**src/sv/tbot_pkg.sv**
```systemverilog
package tbot_pkg;

  localparam int unsigned TriangleDepth = 256;
  localparam int unsigned AddrW = (TriangleDepth > 1) ? $clog2(TriangleDepth) : 1;
  localparam int unsigned CntW = $clog2(TriangleDepth + 1);
  localparam int unsigned CoordW = 16;
  localparam int unsigned HalfW = 15;
  localparam int unsigned NormW = 35;
  localparam int unsigned CountOutW = 9;
  localparam int unsigned CfgIdxW = 8;

  localparam logic [1:0] OpClear = 2'd0;
  localparam logic [1:0] OpAdd   = 2'd1;
  localparam logic [1:0] OpQuery = 2'd2;

  localparam logic [CfgIdxW-1:0] CfgHalfWidth  = 8'd0;
  localparam logic [CfgIdxW-1:0] CfgHalfHeight = 8'd1;

  localparam logic [HalfW-1:0] HalfWidthRst  = 15'd256;
  localparam logic [HalfW-1:0] HalfHeightRst = 15'd512;

  typedef struct packed {
    logic [1:0]               opcode;
    logic signed [CoordW-1:0] corner_a_x;
    logic signed [CoordW-1:0] corner_a_y;
    logic signed [CoordW-1:0] corner_a_z;
    logic signed [CoordW-1:0] corner_b_x;
    logic signed [CoordW-1:0] corner_b_y;
    logic signed [CoordW-1:0] corner_b_z;
    logic signed [CoordW-1:0] corner_c_x;
    logic signed [CoordW-1:0] corner_c_y;
    logic signed [CoordW-1:0] corner_c_z;
  } in_word_t;

  typedef struct packed {
    logic                 hit;
    logic                 status;
    logic [CountOutW-1:0] triangle_count;
  } out_word_t;

  typedef logic [2:0][CoordW-1:0] vec3_t;

  typedef struct packed {
    vec3_t                 a;
    vec3_t                 b;
    vec3_t                 c;
    vec3_t                 lo;
    vec3_t                 hi;
    logic [2:0][NormW-1:0] nrm;
  } tri_entry_t;

  localparam int unsigned EntryW = $bits(tri_entry_t);

  typedef struct packed {
    logic             load;
    logic             clr_hit;
    logic             wr_en;
    logic             rd_en;
    logic [AddrW-1:0] addr;
  } cmd_t;

  typedef struct packed {
    logic busy;
    logic hit;
  } sts_t;

  // next axis index, cyclic over x, y, z
  function automatic int unsigned nxt(input int unsigned k);
    return (k == 2) ? 0 : k + 1;
  endfunction

endpackage

```
**src/sv/tbot_ctrl.sv**
```systemverilog
module tbot_ctrl (
  input  logic                 clk_i,
  input  logic                 rst_ni,
  input  logic                 in_valid_i,
  output logic                 in_stall_o,
  input  logic [1:0]           opcode_i,
  output logic                 out_valid_o,
  input  logic                 out_stall_i,
  output tbot_pkg::out_word_t  out_word_o,
  output tbot_pkg::cmd_t       cmd_o,
  input  tbot_pkg::sts_t       sts_i
);

  localparam int unsigned CntW = tbot_pkg::CntW;
  localparam int unsigned AddrW = tbot_pkg::AddrW;

  typedef enum logic [2:0] {
    StIdle, StAdd1, StAdd2, StAdd3, StScan, StDrain, StDone
  } state_e;

  state_e              state_q;
  logic [CntW-1:0]     count_q, scan_q;
  logic                qry_q, status_q;
  logic                out_valid_q;
  tbot_pkg::out_word_t out_q;
  logic                accept, out_free;

  assign accept   = (state_q == StIdle) && in_valid_i;
  assign out_free = !out_valid_q || !out_stall_i;

  always_comb begin
    cmd_o.load    = accept;
    cmd_o.clr_hit = accept && (opcode_i == tbot_pkg::OpQuery);
    cmd_o.wr_en   = (state_q == StAdd3);
    cmd_o.rd_en   = (state_q == StScan);
    cmd_o.addr    = (state_q == StAdd3) ? count_q[AddrW-1:0] : scan_q[AddrW-1:0];
  end

  always_ff @(posedge clk_i or negedge rst_ni) begin
    if (!rst_ni) begin
      state_q     <= StIdle;
      count_q     <= '0;
      scan_q      <= '0;
      qry_q       <= 1'b0;
      status_q    <= 1'b0;
      out_valid_q <= 1'b0;
      out_q       <= '0;
    end else begin
      // in StDone the output register is reloaded below instead
      if (out_valid_q && !out_stall_i && (state_q != StDone)) begin
        out_valid_q <= 1'b0;
      end
      case (state_q)
        StIdle: begin
          if (in_valid_i) begin
            qry_q    <= 1'b0;
            status_q <= 1'b0;
            state_q  <= StDone;
            case (opcode_i)
              tbot_pkg::OpClear: count_q <= '0;
              tbot_pkg::OpAdd: begin
                if (count_q == CntW'(tbot_pkg::TriangleDepth)) begin
                  status_q <= 1'b1;
                end else begin
                  state_q <= StAdd1;
                end
              end
              tbot_pkg::OpQuery: begin
                qry_q  <= 1'b1;
                scan_q <= '0;
                if (count_q != '0) state_q <= StScan;
              end
              default: ;
            endcase
          end
        end
        StAdd1: state_q <= StAdd2;
        StAdd2: state_q <= StAdd3;
        StAdd3: begin
          count_q <= count_q + CntW'(1);
          state_q <= StDone;
        end
        StScan: begin
          if ((scan_q + CntW'(1)) == count_q) begin
            state_q <= StDrain;
          end else begin
            scan_q <= scan_q + CntW'(1);
          end
        end
        StDrain: begin
          if (!sts_i.busy) state_q <= StDone;
        end
        StDone: begin
          if (out_free) begin
            out_valid_q          <= 1'b1;
            out_q.hit            <= qry_q & sts_i.hit;
            out_q.status         <= status_q;
            out_q.triangle_count <= tbot_pkg::CountOutW'(count_q);
            state_q              <= StIdle;
          end
        end
        default: state_q <= StIdle;
      endcase
    end
  end

  assign in_stall_o  = (state_q != StIdle);
  assign out_valid_o = out_valid_q;
  assign out_word_o  = out_q;

endmodule

```
**config.mk**
```make
export PLATFORM = sky130hd
export DESIGN_NAME = tbot_ctrl
export DESIGN_NICKNAME = d
export VERILOG_FILES = /design/src/sv/tbot_pkg.sv /design/src/sv/tbot_ctrl.sv
export SDC_FILE = /design/constraint.sdc
export NUM_CORES = 1
export LEC_CHECK = 0
export BUFFER_PORTS_ARGS = -buffer_cell sky130_fd_sc_hd__buf_2
export CAP_MARGIN = 20
export CORE_MARGIN = 2
export CORE_UTILIZATION = 55
export DETAILED_ROUTE_END_ITERATION = 6
export GPL_TIMING_DRIVEN = 0
export PLACE_DENSITY_LB_ADDON = 0.2
export SETUP_SLACK_MARGIN = 0.15
export SYNTH_ARGS = -nofsm -noshare
export SYNTH_HDL_FRONTEND = slang
export SYNTH_SLANG_ARGS = --single-unit
```
**constraint.sdc**
```tcl
create_clock -name clk_i -period 3 [get_ports clk_i]
set_input_delay 0.15 -clock clk_i [delete_from_list [all_inputs] [get_ports clk_i]]
set_output_delay 0.15 -clock clk_i [all_outputs]
set_load 0.02 [all_outputs]
```
==> results of run 1 <==
==> registers in the layout, indices dropped and copies added (netlist names) <==
register,cells
status_q,1
state_q,3
scan_q,9
out_valid_o,1
out_word_o,11
qry_q,1
count_q,9
==> cell usage after synthesis <==
cell type	n
xnor3_1	2
o22ai_1	1
a211oi_1	2
and4_1	1
a21oi_1	9
mux2_2	14
or2b_1	1
nor3_1	1
or4_2	1
inv_1	13
and3_2	2
nand4bb_1	1
xor2_1	7
a31o_2	4
a31oi_1	4
dfrtp_1	35
or3_1	6
nand4_1	5
nor4b_1	1
xnor2_1	9
clkinv_1	1
nor2b_1	2
nand3b_1	3
and3_1	3
mux2i_1	1
o31ai_1	2
nor2_1	9
o32a_1	2
nor4_1	2
o221ai_1	1
clkbuf_1	7
buf_6	3
o21ai_0	17
nand2_1	30
nor4b_4	1
ha_1	6
and2_1	1
buf_2	3
o211ai_1	2
nand3_1	10
or4b_4	1
buf_4	1
==> layout make-up <==
cell class	count	area (um2)
fillers	310	1220
multi-input cells	164	1140
flip-flops and latches	35	876
repair buffers	33	170
plain buffers	14	82.6
clock buffers	5	68.8
well taps	48	60.1
inverters	14	52.6
clock inverters	3	43.8
==> kinds of logic after synthesis <==
logic type,Yosys count
XOR/XNOR,18
adder cells (fa/ha/maj),6
multiplexers,15
AND/OR/NAND/NOR,81
flip-flops,35
AO/OA/AOI/OAI,44
buffers and inverters,28
==> report_power, final <==
group,switching [mW],internal (mW)
Clock,0.181,0.247
Combinational,0.614,0.436
Sequential,0.107,0.594
Total,0.901,1.28
==> worst min-delay path by stage <==
stage	startpoint	end	slack (ps)
2_1_floorplan	rst_ni	count_q[0]$_DFFE_PN0P_	-150
3_3_place_gp	rst_ni	out_word_o[10]$_DFFE_PN0P_	270
3_5_place_dp	rst_ni	out_word_o[8]$_DFFE_PN0P_	270
4_1_cts	sts_i[0]	out_word_o[10]$_DFFE_PN0P_	120
5_1_grt	out_stall_i	state_q[2]$_DFFE_PN0P_	140
6_report	sts_i[0]	out_word_o[10]$_DFFE_PN0P_	110
==> metrics by stage <==
| stage | instances | setup slack (ps) | hold slack (ps) | total power [mW] | area (um2) |
|---|---|---|---|---|---|
| 2_1_floorplan | 227 | 594 | -146 | 1.48 | 2150 |
| 3_3_place_gp | 307 | 350 | 269 | 1.71 | 2370 |
| 3_5_place_dp | 307 | 343 | 275 | 1.75 | 2370 |
| 4_1_cts | 316 | 331 | 116 | 2.18 | 2490 |
| 5_1_grt | 316 | 171 | 143 | 2.33 | 2490 |
| 6_report | 316 | 305 | 112 | 2.18 | 2490 |
==> tightest hold or removal path: stages <==
cell,delay [ps]
buf_2,100
nand2_1,40
o21ai_0,70
==> layer usage <==
metal / vias to the layer above / global-route usage, %
li1: 875 / -
met2: 45 / 37.1
met4: 0 / 8.42
met1: 866 / 31.7
met5: - / 0
met3: 11 / 5.07
==> repair_timing <==
item	CTS	global route
endpoints found under the setup margin	0	0
setup buffers	0	0
endpoints found under the hold margin	35	0
hold buffers	1	0
gates resized for setup	0	0
==> metrics.csv, run 1 <==
stage,metric,value,unit
logic_synthesis,syn_area,2150,um2
detailed_routing,viasPerCell,5.69,
worst_setup_path,ff2ff_path_depth,7,
logic_synthesis,synth_cell_types,42,
cells_and_area,drive_gt1_share,26.1,%
detailed_routing,dr.first_iter.drc_count,109,
worst_setup_path,crit_chain,ha_1 -> xnor3_1 -> nand3_1 -> or4b_4 -> nor4b_4 -> o21ai_0 -> o221ai_1,
clock_network,clk_latency,290,ps
worst_setup_path,crit_path_start_kind,register,
worst_setup_path,cp_num_cells,7,
floorplan,initial_core_util,57.8,%
worst_setup_path,critical-path-top-delay-family,simple AND/OR/NAND/NOR gates,
detailed_routing,drt_pass1_iterations,4,
worst_setup_path,cp_slowest_cell,or4b_4,
logic_synthesis,synth-warning-count,0,
logic_synthesis,synth.top_cell.area_share,40.7,%
sta,finalCritPeriodShare,89.8,%
global_routing,grtUsageTotal,23.5,%
clock_network,tritoncts,yes,
detailed_routing,num_vias,1797,
cells_and_area,antenna_cells,0,
sta,finalSetupViolCount,0,
place,dp.final_hpwl,3.40,mm
logic_synthesis,synth_compound_area_share,12.6,%
detailed_routing,wl_per_cell,14.8,um
floorplan,num_rows,22,
logic_synthesis,synthSimpleGateAreaFrac,20.5,%
logic_synthesis,postSynthCellCount,227,
clock_network,clock_path_buffers,2,
flow_run,maxCapViolations,0,
sta,fin_crit,2690,ps
sta,fmax,371,MHz
worst_setup_path,r2r_slack,310,ps
clock_network,clk_pin_slew,80,ps
power_and_ir_drop,p_leak,1.21,nW
global_routing,grt_max_degree,36,
detailed_routing,drt_wl_total,4.67,mm
sta,slew_headroom,48.1,%
logic_synthesis,seq_area_frac_synth,40.7,%
floorplan,fp.dieArea,4420,um2
detailed_routing,route.top_layer_used,met4,
global_routing,antenna_found_initial,0,
worst_setup_path,startpoint,scan_q[0]$_DFFE_PN0P_,
logic_synthesis,muxShareOfSynthArea,7.80,%
cells_and_area,syn_to_final_growth,15.9,%
logic_synthesis,synth_top_area_cell,dfrtp_1,
logic_synthesis,synth_adder_area_share,3.49,%
global_routing,grt_pass1_wl,7.73,mm
logic_synthesis,syn-num-nets,241,
clock_network,clk_root_buffer_cell,clkbuf_8,
detailed_routing,m1WireLength,2.24,mm
place,portBuffers,32,
logic_synthesis,synth_top_family_by_area,simple AND/OR/NAND/NOR gates,
worst_setup_path,arrival,2900,ps
worst_setup_path,cp_max_fo,9,
detailed_routing,wl_met3,200,um
floorplan,core,3720,um2
floorplan,fp.dieH,66.5,um
floorplan,io_pins,33,
sta,drv_slew,0,
global_routing,grt_pass1_vias,1670,
sta,hold_viol,0,
detailed_routing,drc,0,
global_routing,gr-total-overflow,0,
power_and_ir_drop,pwr_density_cell,874,nW/um2
worst_setup_path,r2r-end,scan_q[3]$_DFFE_PN0P_,
clock_network,numClockSinks,35,
worst_setup_path,timing.rr.start,scan_q[0]$_DFFE_PN0P_,
logic_synthesis,ys_top_cells_by_area,"dfrtp_1 (41%), mux2_2 (7.3%), nand2_1 (5.2%), o21ai_0 (4.0%), xnor2_1 (3.7%)",
detailed_routing,dr_wl_met2,2.12,mm
place,gp_congestion,0.811,
sta,rsz0062_at_grt,false,
sta,worst_pin_slew,778,ps
floorplan,die_w,66.5,um
cells_and_area,nets,281,
clock_network,cts_max_level,2,
worst_hold_path,hold_depth,3,
outcome,status,"complete, no violations",
clock_network,cts_made_buffers,5,
worst_setup_path,crit_path_end_kind,register,
detailed_routing,postRouteAntennaNets,0,
worst_setup_path,crit_required,3200,ps
logic_synthesis,syn-mean-instance-area,9.47,um2
cells_and_area,final_cell_mix,"buf_2 (35), dfrtp_1 (35), nand2_1 (30), o21ai_0 (17), mux2_2 (14)",
logic_synthesis,synth_xor_area_share,8.61,%
worst_setup_path,worstSetupPathType,register to register,
worst_setup_path,cp_slowest_stage_delay,560,ps
cells_and_area,final_util,67.1,%
worst_setup_path,cp_num_buf_inv,0,
power_and_ir_drop,peakVddDrop,0.000580,V
sta,worst_clock_skew,6.91,ps
worst_setup_path,worstSetupEndpoint,scan_q[3]$_DFFE_PN0P_,
logic_synthesis,ys_ff_latch,35,
sta,fin_setup_tns,0,ps
worst_hold_path,hold_path.class,input pin to register,
(Power assumes the default switching activity.)
==> inputs of run 2 (changes only) <==
--- a/config.mk
+++ b/config.mk
@@ -12,6 +12,7 @@
 export DETAILED_ROUTE_END_ITERATION = 6
 export GPL_TIMING_DRIVEN = 0
 export PLACE_DENSITY_LB_ADDON = 0.2
+export RECOVER_POWER = 100
 export SETUP_SLACK_MARGIN = 0.15
 export SYNTH_ARGS = -nofsm -noshare
 export SYNTH_HDL_FRONTEND = slang
==> metrics.csv, run 2 (synthesis results as in run 1) <==
stage,metric,value,unit,change
sta,finalCritPeriodShare,91.1,%,was 89.8%
floorplan,fp.dieH,66.5,um,unchanged
global_routing,grt_pass1_vias,1670,,unchanged
clock_network,numClockSinks,35,,unchanged
global_routing,grt_max_degree,36,,unchanged
outcome,status,finished with violations,,"was complete, no violations"
sta,fin_crit,2730,ps,was 2690 ps
cells_and_area,largest_reg_flops,11,,unchanged
place,gp_congestion,0.811,,unchanged
flow_run,maxCapViolations,1,,was 0
sta,drv_slew,36,,was 0
detailed_routing,viasPerCell,5.67,,was 5.69
power_and_ir_drop,peakVddDrop,0.000575,V,was 0.000580 V
clock_network,cts_max_level,2,,unchanged
floorplan,die_w,66.5,um,unchanged
floorplan,initial_core_util,57.8,%,unchanged
clock_network,cts.repair.resized,0,,unchanged
power_and_ir_drop,pwr_density_cell,869,nW/um2,was 874 nW/um2
detailed_routing,postRouteAntennaNets,0,,unchanged
cells_and_area,final_common_cell,dfrtp_1,,
worst_setup_path,arrival,2940,ps,was 2900 ps
global_routing,grtUsageTotal,23.5,%,unchanged
detailed_routing,drc,0,,unchanged
place,portBuffers,32,,unchanged
detailed_routing,drt_wl_total,4.63,mm,was 4.67 mm
worst_setup_path,crit_required,3200,ps,about the same
worst_setup_path,crit_chain,ha_1 -> xnor3_1 -> nand3_1 -> or4b_1 -> nor4b_4 -> o21ai_0 -> o221ai_1,,was ha_1 -> xnor3_1 -> nand3_1 -> or4b_4 -> nor4b_4 -> o21ai_0 -> o221ai_1
cells_and_area,final_cell_mix,"dfrtp_1 (35), clkbuf_1 (31), nand2_1 (30), o21ai_0 (17), inv_1 (13)",,"was buf_2 (35), dfrtp_1 (35), nand2_1 (30), o21ai_0 (17), mux2_2 (14)"
sta,worst_clock_skew,6.43,ps,was 6.91 ps
clock_network,cts_made_buffers,5,,unchanged
sta,rsz0062_at_grt,false,,unchanged
sta,worst_pin_slew,1860,ps,was 778 ps
cells_and_area,drive_gt1_share,16.0,%,was 26.1%
clock_network,clk_latency,290,ps,about the same
detailed_routing,wl_per_cell,14.7,um,was 14.8 um
worst_setup_path,crit_path_end_kind,register,,unchanged
sta,hold_viol,0,,unchanged
cells_and_area,syn_to_final_growth,14.4,%,was 15.9%
global_routing,gr-total-overflow,0,,unchanged
detailed_routing,num_vias,1791,,"was 1,797"
sta,fmax,366,MHz,was 371 MHz
worst_setup_path,cp_max_fo,9,,unchanged
sta,slew_headroom,-24.1,%,was 48.1%
floorplan,num_rows,22,,unchanged
worst_setup_path,cp_slowest_stage_delay,600,ps,was 560 ps
cells_and_area,final_util,66.2,%,was 67.1%
detailed_routing,dr.first_iter.drc_count,109,,unchanged
clock_network,clk_pin_slew,80,ps,about the same
worst_setup_path,worstSetupPathType,register to register,,unchanged
floorplan,core,3720,um2,unchanged
worst_setup_path,cp_slowest_cell,or4b_1,,was or4b_4
clock_network,tritoncts,yes,,unchanged
clock_network,clock_path_buffers,2,,unchanged
power_and_ir_drop,p_leak,1.12,nW,was 1.21 nW
floorplan,fp.dieArea,4420,um2,unchanged
sta,finalSetupViolCount,0,,unchanged
global_routing,grt_pass1_wl,7.73,mm,unchanged
cells_and_area,antenna_cells,0,,unchanged
worst_hold_path,hold_path.class,input pin to register,,unchanged
floorplan,io_pins,33,,unchanged
global_routing,antenna_found_initial,0,,unchanged
cells_and_area,nets,281,,unchanged
detailed_routing,drt_pass1_iterations,4,,unchanged
sta,fin_setup_tns,0,ps,unchanged
clock_network,clk_root_buffer_cell,clkbuf_8,,unchanged
outcome,violations,"capacitance limit, slew limit",,
worst_setup_path,crit_path_start_kind,register,,unchanged
place,dp.final_hpwl,3.40,mm,unchanged
-- run 2: cell type report --
| class | count | area (um2) |
|---|---|---|
| Buffer | 14 | 82.6 |
| Tap cell | 48 | 60.1 |
| Clock inverter | 3 | 43.8 |
| Fill cell | 330 | 1260 |
| Sequential cell | 35 | 876 |
| Timing Repair Buffer | 33 | 140 |
| Clock buffer | 5 | 68.8 |
| Inverter | 14 | 52.6 |
| Multi-Input combinational cell | 164 | 1130 |
-- run 2: power by group --
part | switching (mW) | total [mW] | internal [mW]
Clock | 0.178 | 0.425 | 0.247
Sequential | 0.107 | 0.702 | 0.594
Combinational | 0.608 | 1.01 | 0.401
Total | 0.894 | 2.14 | 1.24
-- run 2: stage by stage --
step	worst slack (ps)	power [mW]	cell area [um2]	hold WS, ps	instances
after floorplan	594	1.48	2150	-146	227
after global placement	350	1.71	2370	269	307
after detailed placement	343	1.75	2370	275	307
after CTS	331	2.18	2490	116	316
after global routing	94.2	2.30	2460	143	316
final	266	2.14	2460	114	316
-- run 2: path summary, 6_finish.rpt --
| check | startpoint | depth (start not counted) | slack [ps] | end |
|---|---|---|---|---|
| min in group asynchronous | rst_ni | 2 | 900 | out_word_o[3]$_DFFE_PN0P_ |
| worst min register to register | status_q$_DFFE_PN0P_ | 2 | 480 | status_q$_DFFE_PN0P_ |
| worst max-delay path | scan_q[0]$_DFFE_PN0P_ | 7 | 270 | scan_q[3]$_DFFE_PN0P_ |
| worst min-delay path | sts_i[0] | 3 | 110 | out_word_o[10]$_DFFE_PN0P_ |
| max in group asynchronous | rst_ni | 2 | 1030 | scan_q[6]$_DFFE_PN0P_ |
| worst max register to register | scan_q[0]$_DFFE_PN0P_ | 7 | 270 | scan_q[3]$_DFFE_PN0P_ |
-- run 2: critical path, delay by kind of cell (launching register included) --
kind	cells	cell delay [ps]
simple gates	3	1190
compound gates	2	460
flops	1	450
fa+ha+maj	1	310
xor+xnor	1	230
-- run 2: metal layers --
metal,vias up,GRT usage (%),wire (um)
met3,10,5.07,214
met1,860,31.7,2190
li1,875,-,-
met4,0,8.42,106
met5,-,0,0
met2,46,37.1,2120
-- run 2: repair_timing --
item / CTS / global route
buffers inserted: 0 / 0
hold buffers: 1 / 0
endpoints found under the hold margin: 35 / 0
